## config.mk

```make
export PLATFORM = sky130hd
export DESIGN_NAME = servo_centering_tracker
export DESIGN_NICKNAME = d
export VERILOG_FILES = /design/src/rtl/sct_pkg.sv /design/src/rtl/servo_centering_tracker.sv
export SDC_FILE = /design/constraint.sdc
export NUM_CORES = 1
export LEC_CHECK = 0
export ABC_AREA = 0
export BUFFER_PORTS_ARGS = -buffer_cell sky130_fd_sc_hd__buf_2
export CAP_MARGIN = 20
export CORE_MARGIN = 8
export CORE_UTILIZATION = 50
export CTS_CLUSTER_DIAMETER = 100
export DETAILED_ROUTE_END_ITERATION = 8
export GPL_ROUTABILITY_DRIVEN = 0
export GPL_TIMING_DRIVEN = 0
export PLACE_DENSITY = 0.75
export SETUP_SLACK_MARGIN = 0.1
export SLEW_MARGIN = 5
export SYNTH_ARGS = -nofsm -noshare
export SYNTH_HDL_FRONTEND = slang
export SYNTH_SLANG_ARGS = --single-unit
```

## constraint.sdc

```tcl
create_clock -name clk -period 21.4 [get_ports clk]
set_clock_uncertainty 0.15 [all_clocks]
set_input_delay 2.14 -clock clk [delete_from_list [all_inputs] [get_ports clk]]
set_output_delay 2.14 -clock clk [all_outputs]
set_load 0.02 [all_outputs]
```

## src/rtl/sct_pkg.sv

```systemverilog
// Shared constants and helpers for the servo centering tracker.
// No dependencies.
`default_nettype none

package sct_pkg;

  localparam int COORD_W = 10;   // x, y, measure, centre, estimate
  localparam int ANGLE_W = 11;   // pan angle in tenths of a degree, up to 1800
  localparam int CNT_W   = 7;
  localparam int SUM_W   = 16;
  localparam int CMP_W   = 7;

  localparam int CFG_IDX_W = 2;
  localparam logic [CFG_IDX_W-1:0] REG_CENTRE_X       = 2'd0;
  localparam logic [CFG_IDX_W-1:0] REG_RAW_MODE       = 2'd1;
  localparam logic [CFG_IDX_W-1:0] REG_FIXED_ESTIMATE = 2'd2;

  localparam logic [COORD_W-1:0] CENTRE_X_RST       = 10'd160;
  localparam logic [COORD_W-1:0] FIXED_ESTIMATE_RST = 10'd250;

  localparam logic                ACT_REPORT = 1'b0;
  localparam logic                ACT_ARM    = 1'b1;

  // floor(73*a/1000) == (a * 153093) >> 21 for every 11-bit a
  localparam logic [17:0] CMP_RECIP = 18'd153093;
  localparam int          CMP_SHIFT = 21;
  localparam logic [7:0]  CMP_BASE  = 8'd49;
  localparam logic [7:0]  CMP_SAT   = 8'd127;

  function automatic logic [CMP_W-1:0] servo_cmp(input logic [ANGLE_W-1:0] a);
    logic [28:0] prod;
    logic [7:0]  v;
    prod = 29'(a) * 29'(CMP_RECIP);
    v    = prod[28:CMP_SHIFT] + CMP_BASE;
    return (v > CMP_SAT) ? CMP_W'(CMP_SAT) : v[CMP_W-1:0];
  endfunction

endpackage

`default_nettype wire

```

## src/rtl/servo_centering_tracker.sv

```systemverilog
// Servo centering tracker, top level: report handling, angle stepping, averaging.
// Depends on sct_pkg.
`default_nettype none

// Each accepted input word's result word is registered onto m_* in the next cycle.
// Throughput: one word per cycle; the result register frees itself in the
// cycle it is taken, so s_tready stays high while m_tready is high.
// Reset (rst, synchronous): tracker inactive, angle at ANGLE_MIN_TENTHS,
// lock/done/count/sum/estimate cleared, config registers at their defaults.
module servo_centering_tracker
  import sct_pkg::*;
#(
  parameter int SAMPLE_COUNT     = 20,
  parameter int ANGLE_MIN_TENTHS = 10,
  parameter int ANGLE_MAX_TENTHS = 900
) (
  input  wire logic                 clk,
  input  wire logic                 rst,
  // input stream
  input  wire logic                 s_tvalid,
  output logic                      s_tready,
  input  wire logic [31:0]          s_tdata,   // x_pos[9:0], y_pos[19:10], measure[29:20]
  input  wire logic                 s_tuser,   // action: 0 report, 1 arm
  // result stream
  output logic                      m_tvalid,
  input  wire logic                 m_tready,
  output logic [55:0]               m_tdata,   // servo_compare[6:0], locked[7], done_res[8],
                                               // estimate[18:9], echo_x[28:19],
                                               // echo_y[38:29], echo_measure[48:39]
  output logic                      m_tuser,   // echo_valid
  // config writes
  input  wire logic                 cfg_valid,
  output logic                      cfg_ready,
  input  wire logic [CFG_IDX_W-1:0] cfg_index,
  input  wire logic [COORD_W-1:0]   cfg_data
);

  // Constant-reciprocal divide of the sum by SAMPLE_COUNT: exact for any
  // 16-bit sum with shift SUM_W + ceil(log2(SAMPLE_COUNT)).
  localparam int          DIV_L = $clog2(SAMPLE_COUNT);
  localparam int          DIV_S = SUM_W + DIV_L;
  localparam longint      DIV_K = ((64'd1 << DIV_S) + SAMPLE_COUNT - 1) / SAMPLE_COUNT;
  localparam logic [16:0] DIV_K_V = 17'(DIV_K);

  localparam logic [ANGLE_W-1:0] ANG_MIN = ANGLE_W'(ANGLE_MIN_TENTHS);
  localparam logic [ANGLE_W-1:0] ANG_MAX = ANGLE_W'(ANGLE_MAX_TENTHS);
  localparam logic [CNT_W-1:0]   CNT_END = CNT_W'(SAMPLE_COUNT);

  // config registers
  logic [COORD_W-1:0] centre_x;
  logic               raw_mode;
  logic [COORD_W-1:0] fixed_estimate;

  // tracker state
  logic               active,       active_next;
  logic [ANGLE_W-1:0] angle,        angle_next;
  logic               lock_flag,    lock_flag_next;
  logic [CNT_W-1:0]   sample_count, sample_count_next;
  logic [SUM_W-1:0]   measure_sum,  measure_sum_next;
  logic [COORD_W-1:0] estimate,     estimate_next;
  logic               done_flag,    done_flag_next;
  logic               echo;

  logic               accept;
  logic               in_action;
  logic [COORD_W-1:0] in_x, in_y, in_m;
  logic [ANGLE_W:0]   angle_inc;
  logic [ANGLE_W-1:0] angle_step;
  logic               lock_now;
  logic [SUM_W-1:0]   sum_add;
  logic [32:0]        div_prod;
  logic [32:0]        div_quot;

  assign cfg_ready = 1'b1;
  assign s_tready  = !m_tvalid || m_tready;
  assign accept    = s_tvalid && s_tready;

  assign in_action = s_tuser;
  assign in_x      = s_tdata[9:0];
  assign in_y      = s_tdata[19:10];
  assign in_m      = s_tdata[29:20];

  always_ff @(posedge clk) begin
    if (rst) begin
      centre_x       <= CENTRE_X_RST;
      raw_mode       <= 1'b0;
      fixed_estimate <= FIXED_ESTIMATE_RST;
    end else if (cfg_valid && cfg_ready) begin
      unique case (cfg_index)
        REG_CENTRE_X:       centre_x       <= cfg_data;
        REG_RAW_MODE:       raw_mode       <= cfg_data[0];
        REG_FIXED_ESTIMATE: fixed_estimate <= cfg_data;
        default: ;  // unmapped index, dropped
      endcase
    end
  end

  // One tracking step: move toward centre with wrap, or lock on a match.
  always_comb begin
    angle_inc = {1'b0, angle} + 1'b1;
    if (in_x > centre_x) begin
      angle_step = (angle <= ANG_MIN) ? ANG_MAX : angle - 1'b1;
    end else begin
      angle_step = (angle_inc > {1'b0, ANG_MAX}) ? ANG_MIN : angle_inc[ANGLE_W-1:0];
    end
    lock_now = lock_flag || (in_x == centre_x);
  end

  assign sum_add  = measure_sum + SUM_W'(in_m);
  assign div_prod = 33'(sum_add) * 33'(DIV_K_V);
  assign div_quot = div_prod >> DIV_S;

  always_comb begin
    active_next       = active;
    angle_next        = angle;
    lock_flag_next    = lock_flag;
    sample_count_next = sample_count;
    measure_sum_next  = measure_sum;
    estimate_next     = estimate;
    done_flag_next    = done_flag;
    echo              = 1'b0;
    if (in_action == ACT_ARM) begin
      active_next       = 1'b1;
      lock_flag_next    = 1'b0;
      sample_count_next = '0;
      measure_sum_next  = '0;
      estimate_next     = '0;
      done_flag_next    = 1'b0;
    end else if (active) begin
      // angle only moves while unlocked and off centre
      if (!lock_now) begin
        angle_next = angle_step;
      end
      lock_flag_next = lock_now;
      if (raw_mode) begin
        echo = 1'b1;
        if (lock_now) begin
          estimate_next  = fixed_estimate;
          done_flag_next = 1'b1;
          active_next    = 1'b0;
        end
      end else if (lock_now) begin
        // done is never set while active, so every locked report counts
        sample_count_next = sample_count + 1'b1;
        measure_sum_next  = sum_add;
        if (sample_count + 1'b1 == CNT_END) begin
          done_flag_next = 1'b1;
          estimate_next  = div_quot[COORD_W-1:0];
          active_next    = 1'b0;
        end
      end
    end
  end

  always_ff @(posedge clk) begin
    if (rst) begin
      active       <= 1'b0;
      angle        <= ANG_MIN;
      lock_flag    <= 1'b0;
      sample_count <= '0;
      measure_sum  <= '0;
      estimate     <= '0;
      done_flag    <= 1'b0;
    end else if (accept) begin
      active       <= active_next;
      angle        <= angle_next;
      lock_flag    <= lock_flag_next;
      sample_count <= sample_count_next;
      measure_sum  <= measure_sum_next;
      estimate     <= estimate_next;
      done_flag    <= done_flag_next;
    end
  end

  // Result register
  always_ff @(posedge clk) begin
    if (rst) begin
      m_tvalid <= 1'b0;
    end else if (accept) begin
      m_tvalid <= 1'b1;
    end else if (m_tready) begin
      m_tvalid <= 1'b0;
    end
  end

  always_ff @(posedge clk) begin
    if (accept) begin
      m_tdata <= {7'd0,
                  echo ? in_m : {COORD_W{1'b0}},
                  echo ? in_y : {COORD_W{1'b0}},
                  echo ? in_x : {COORD_W{1'b0}},
                  estimate_next,
                  done_flag_next,
                  lock_flag_next,
                  servo_cmp(angle_next)};
      m_tuser <= echo;
    end
  end

endmodule

`default_nettype wire
```

==> results of run 1 <==
cells in the mapped netlist (all sizes together), types with 3 or more instances:
cell    number  area share (%)
o21ai       49             1.9
o31ai        3            0.21
o21bai       9            0.54
o21a         5            0.29
a22oi       16            0.91
nor2        97             2.8
xor2        17             1.2
a211oi      15            0.86
o22ai        3            0.14
nand2b       8            0.38
a22o         4            0.27
o32ai        3            0.20
nand4        7            0.33
a21oi       83             3.2
o211ai      10            0.57
a21o        23             1.3
and3        38             1.8
a32oi        6            0.40
or2          3            0.16
nand2      114             3.3
and2         9            0.43
a221oi       3            0.25
inv        213             6.1
edfxtp      50              11
dfxtp       69              11
nor2b        8            0.38
ha         232              22
nand3b       3            0.17
nand3       33             1.3
clkbuf      45             1.3
buf         11            0.62
nor4         4            0.24
o311ai       4            0.32
or3          9            0.43
o221ai       3            0.20
mux2i        8            0.61
fa         107              16
and4         4            0.29
a31oi       11            0.75
nor3        20            0.76
xnor2       36             2.7
registers in the layout, indices dropped and copies added, names as in the netlist, 7 cells and up:
name / flops
fixed_estimate: 10
sample_count: 7
angle: 11
centre_x: 10
m_tdata: 49
measure_sum: 16
estimate: 10
kinds of logic after synthesis:
group	after synthesis	share of synthesized area, %
buffers and inverters	270	8.02
DFF	119	21.9
xor gates and xnor gates	53	3.93
AOI/OAI and AO/OA	270	13.9
muxes	8	0.609
and+or+nand+nor	365	13.2
adders and majority gates	339	38.4
other	2	0.0571
cell type report:
cell class	instances	area share, %
Tap cell	335	2.85
Sequential cell	119	19.6
Timing Repair Buffer	103	3.61
Clock inverter	14	0.954
Buffer	56	1.73
Clock buffer	18	2.99
Inverter	214	5.47
Multi-Input combinational cell	1043	62.8
per-stage QoR:
| stage | hold slack [ns] | cells | cell area (um^2) |
|---|---|---|---|
| after floorplan | 0.282 | 1432 | 13200 |
| after global placement | 0.293 | 1865 | 14100 |
| after detailed placement | 0.301 | 1869 | 14100 |
| after CTS | 0.302 | 1901 | 14700 |
| after global routing | 0.356 | 1902 | 14700 |
| final | 0.300 | 1902 | 14700 |
power by group:
group,internal (mW),switching (mW)
Clock,0.165,0.116
Sequential,0.250,0.00426
Combinational,0.201,0.287
Total,0.616,0.407
worst max-delay path by stage:
stage	start	endpoint	slack (ns)
after floorplan	s_tdata[7]	m_tdata[0]$_SDFFCE_PN1P_	11.67
after global placement	s_tdata[5]	m_tdata[0]$_SDFFCE_PN1P_	10.17
after detailed placement	s_tdata[5]	m_tdata[2]$_SDFFCE_PN1P_	10.33
after CTS	s_tdata[5]	m_tdata[6]$_SDFFCE_PN1P_	10.69
after global routing	s_tdata[9]	m_tdata[0]$_SDFFCE_PN1P_	10.16
final	s_tdata[5]	m_tdata[6]$_SDFFCE_PN1P_	10.63
per-layer routing:
| layer | GRT usage (%) | part of all wire [%] |
|---|---|---|
| met2 | 36.6 | 48 |
| met5 | 0 | 0.079 |
| met4 | 6.74 | 2.3 |
| met3 | 5.21 | 7.5 |
| met1 | 26.6 | 42 |
worst max-delay path: cells and delay by family:
| kind | cells | cell delay, ns |
|---|---|---|
| AOI/OAI and AO/OA | 13 | 3.03 |
| xor gates and xnor gates | 1 | 0.18 |
| adders and majority gates | 7 | 3.01 |
| buffers and inverters | 6 | 1.14 |
| and+or+nand+nor | 6 | 1.24 |
==> results.sh, run 1 <==
export IMPL_min_to="fixed_estimate[8]$_SDFFE_PP0P_"
export IMPL_htreeDepth=4
export IMPL_reg2reg_from="centre_x[3]$_SDFFE_PP0P_"
export IMPL_setup_ws_ns=10.63
export IMPL_reg2reg_depth=33
export IMPL_crit_fanout=10
export IMPL_maxSlewHeadroom_pct=25.6
export IMPL_wl_per_cell_um=17.4
export IMPL_synth_flop_cell="dfxtp_1"
export IMPL_drtIter0Drc=934
export IMPL_cp_slowest_stage_delay_ns=0.58
export IMPL_timing_fmax_ghz=0.0929
export IMPL_min_path_type="reg -> reg"
export IMPL_clockBufferDepth=2
export IMPL_path_class="in -> reg"
export IMPL_cp_slowest_cell="fa_1"
export IMPL_nNetsFinal=1943
export IMPL_clockRootBuffer="clkbuf_16"
export IMPL_ios=110
export IMPL_grt_ovfl_total=0
export IMPL_fill_cells=2291
export IMPL_cp_required_ns=21.40
export IMPL_vdd_ir_drop_max_mv=0.0695
export IMPL_period_share_pct=50.3
export IMPL_multi_input_area_um2=9230
export IMPL_rsz0062_at_grt="no"
export IMPL_vias_per_cell=5.70
export IMPL_power_mw=1.02
export IMPL_clkSinkCount=119
export IMPL_synth_async_reset_ratio_pct=0
export IMPL_synth_edf_count=50
export IMPL_whs_path_depth=2
export IMPL_clk_pin_slew_worst_paths_ns=0.06
export IMPL_syn2layout_area_growth_pct=11.8
export IMPL_die_w_um=178
export IMPL_dp_hpwl_um=27000
export IMPL_cap_violations=0
export IMPL_hold_start="fixed_estimate[8]$_SDFFE_PP0P_"
export IMPL_post_cts_setup_buffers=0
export IMPL_worstMarginPinSlew_ns=1.10
export IMPL_antenna_found_initial=2
export IMPL_postCtsHoldBufs=0
export IMPL_setup_tns_ns=0
export IMPL_drive_above_1_share_pct=10.6
export IMPL_drt_pass1_iter_count=5
export IMPL_vias=10800
export IMPL_grt_pass1_vias=11000
export IMPL_cts_buffers=17
export IMPL_critPathCaptureType="register"
export IMPL_cp_common_cell="fa_1"
export IMPL_grt_max_degree=60
export IMPL_core_area_um2=25900
export IMPL_final_common_cell="ha_1"
export IMPL_grt_pass1_wl_um=54600
export IMPL_postRouteAntennaNets=0
export IMPL_crit_arrival_ns=10.76
export IMPL_port_buffers=98
export IMPL_die_area_um2=31700
export IMPL_r2r_setup_slack_ns=12.11
export IMPL_slew_viol_final=0
export IMPL_ys_warn_count=0
export IMPL_clk_latency_ns=0.44
export IMPL_synth_area_um2=13100
export IMPL_final_util_pct=56.7
export IMPL_r2r_end="m_tdata[6]$_SDFFCE_PN1P_"
export IMPL_status="finished, final reports clean"
export IMPL_cts_tree="done"
export IMPL_finalHoldViolations=0
export IMPL_powerDensity_nw_per_um2=69.6
export IMPL_cts_resized=0
export IMPL_dieHeight_um=178
export IMPL_synth_cells=1426
export IMPL_fin_crit_ns=10.77
export IMPL_cp_start_kind="primary input"
export IMPL_dp_worst_setup_slack_ns=10.33
export IMPL_syn_area_per_cell_um2=9.22
export IMPL_grt_usage_pct=21.6
export IMPL_num_rows=59
export IMPL_ys_ff_latch=119
export IMPL_drc=0
export IMPL_detail_route_wirelength_um=33000
export IMPL_seq_area_frac_synth_pct=21.9
export IMPL_setup_viol=0
export IMPL_initial_core_util_pct=50.7
export IMPL_num_antenna_cells=0
export IMPL_final_cell_mix="ha_1, inv_1, nand2_1"
export IMPL_ys_types=80
export IMPL_seqCellArea_um2=2880
export IMPL_p_leak_nw=7.47
(Power assumes the default switching activity.)
==> inputs of run 2 (changes only) <==
- PLACE_DENSITY: 0.75 -> 0.77
- clock period: 21.4 -> 8.8 ns (I/O delays scaled with it)
==> run 2 against run 1 <==
Compared with the run above:
- clock power is 130% higher
- hold slack improved by 0.017 ns
- critical path type unchanged
- critical path depth increased by 3
- core utilization up 1.6 points
- total power increased by 140%
- first-iteration DRC count fell by 17%
- highest routed layer unchanged
- non-clock buffer count rose by 16
- wire length grew 5.2%
- sequential power grew 140%
- largest cell class unchanged
- final cell count increased by 0.89%
==> results.sh, run 2 (synthesis gave the netlist of run 1 again) <==
export IMPL_status="finished, final reports clean"
export IMPL_multi_input_area_um2=9550
export IMPL_finalHoldViolations=0
export IMPL_htreeDepth=4
export IMPL_die_area_um2=31700
export IMPL_reg2reg_depth=28
export IMPL_detail_route_wirelength_um=34700
export IMPL_postCtsHoldBufs=0
export IMPL_port_buffers=98
export IMPL_largest_reg_flops=49
export IMPL_crit_start="s_tdata[20]"
export IMPL_postRouteAntennaNets=0
export IMPL_vias_per_cell=5.74
export IMPL_r2r_setup_slack_ns=0.49
export IMPL_cap_violations=0
export IMPL_reg2reg_from="angle[7]$_SDFFE_PP0P_"
export IMPL_final_cell_mix="ha_1, inv_1, nand2_1"
export IMPL_syn2layout_area_growth_pct=15.1
export IMPL_dieHeight_um=178
export IMPL_grt_max_degree=60
export IMPL_cp_required_ns=8.80
export IMPL_min_path_type="reg -> reg"
export IMPL_die_w_um=178
export IMPL_rsz0062_at_grt="no"
export IMPL_setup_ws_ns=0.288
export IMPL_power_mw=2.49
export IMPL_place_inst=1868
export IMPL_clkSinkCount=119
export IMPL_timing_fmax_ghz=0.117
export IMPL_dp_hpwl_um=27500
export IMPL_vias=11000
export IMPL_fin_hold_ws_ns=0.318
export IMPL_ios=110
export IMPL_initial_core_util_pct=50.7
export IMPL_cts_tree="done"
export IMPL_vdd_ir_drop_max_mv=0.171
export IMPL_p_leak_nw=7.64
export IMPL_worstMarginPinSlew_ns=0.947
export IMPL_num_rows=59
export IMPL_drtIter0Drc=774
export IMPL_grt_ovfl_total=0
export IMPL_cts_buffers=17
export IMPL_clk_pin_slew_worst_paths_ns=0.06
export IMPL_dp_worst_setup_slack_ns=-1.06
export IMPL_fin_crit_ns=8.51
export IMPL_fill_cells=2180
export IMPL_antenna_found_initial=3
export IMPL_cp_start_kind="primary input"
export IMPL_clk_latency_ns=0.43
export IMPL_critPathCaptureType="register"
export IMPL_cp_slowest_cell="fa_1"
export IMPL_seqCellArea_um2=2880
export IMPL_wl_per_cell_um=18.1
export IMPL_path_class="in -> reg"
export IMPL_largest_register="m_tdata"
export IMPL_grt_pass1_wl_um=56000
export IMPL_setup_viol=0
export IMPL_drc=0
export IMPL_cp_slowest_stage_delay_ns=0.52
export IMPL_powerDensity_nw_per_um2=164
export IMPL_crit_arrival_ns=8.51
export IMPL_clockBufferDepth=2
export IMPL_crit_fanout=4
export IMPL_clockRootBuffer="clkbuf_16"
export IMPL_crit_path_end="m_tdata[11]$_DFFE_PP_"
export IMPL_grt_pass1_vias=11300
export IMPL_final_cells=1919
export IMPL_grt_usage_pct=22.0
export IMPL_maxSlewHeadroom_pct=36.4
export IMPL_core_area_um2=25900
export IMPL_final_common_cell="ha_1"
export IMPL_slew_viol_final=0
export IMPL_nNetsFinal=1959
export IMPL_r2r_end="m_tdata[0]$_SDFFCE_PN1P_"
export IMPL_reg_top3="m_tdata: 49 flops, measure_sum: 16 flops, angle: 11 flops"
export IMPL_drt_pass1_iter_count=6
export IMPL_period_share_pct=96.7
export IMPL_drive_above_1_share_pct=14.7
[run 2: cell types whose count changed in the layout (fill, tap and decap cells not counted), sizes merged]
cell,before,now
inv,219,215
diode,0,1
clkinv,6,9
buf,113,130
clkinvlp,2,3
dlymetal6s2s,1,0
[run 2: where the power goes]
part           internal [mW]  switching, mW  leakage (nW)
combinational          0.498          0.713          6.31
sequential             0.607         0.0101          1.06
clock                  0.389          0.269         0.267
[run 2: worst min path at each step]
stage,start,end,slack [ns],cells past startpoint
after global routing,fixed_estimate[0]$_SDFFE_PP0P_,fixed_estimate[0]$_SDFFE_PP0P_,0.34,2
after global placement,fixed_estimate[2]$_SDFFE_PP0P_,fixed_estimate[2]$_SDFFE_PP0P_,0.30,2
after CTS,fixed_estimate[2]$_SDFFE_PP0P_,fixed_estimate[2]$_SDFFE_PP0P_,0.31,2
after detailed placement,fixed_estimate[2]$_SDFFE_PP0P_,fixed_estimate[2]$_SDFFE_PP0P_,0.31,2
after floorplan,fixed_estimate[8]$_SDFFE_PP0P_,fixed_estimate[8]$_SDFFE_PP0P_,0.28,2
final,fixed_estimate[2]$_SDFFE_PP0P_,fixed_estimate[2]$_SDFFE_PP0P_,0.32,2
[run 2: cell type report]
class	instances	area share (%)
multi-input combinational	1043	63.1
sequential	119	19.1
inverter	214	5.31
timing repair buffer	119	4.27
clock buffer	18	2.84
tap	335	2.77
buffer	56	1.76
clock inverter	14	0.852
antenna	1	0.0165
[run 2: timing repair]
item,CTS,global route
buffers inserted,7,10
resized for setup,23,51
pin swaps,5,15
setup endpoints to repair,25,26
[run 2: critical path, delay by kind of cell]
kind,cells,cell delay (ns)
xor gates and xnor gates,2,0.43
muxes,1,0.22
adders and majority gates,9,3.41
buffers and inverters,6,0.50
AOI/OAI and AO/OA,15,2.72
and+or+nand+nor,3,0.32
[run 2: routing by layer]
metal | share of wire (%) | GRT usage (%) | up-vias
met1 | 40 | 26.5 | 5289
met3 | 7.4 | 4.40 | 103
met2 | 49 | 38.4 | 442
li1 | - | - | 5177
met4 | 3.4 | 8.13 | 4
met5 | 0.084 | 0 | -
[run 2: metrics by stage]
step	utilization [%]	area [um^2]	TNS, ns
floorplan	-	13200	0
global placement	54.3	14100	-17.72
detailed placement	54.4	14100	-18.33
CTS	57.1	14800	0
global route	58.4	15100	0
finish	58.4	15100	0
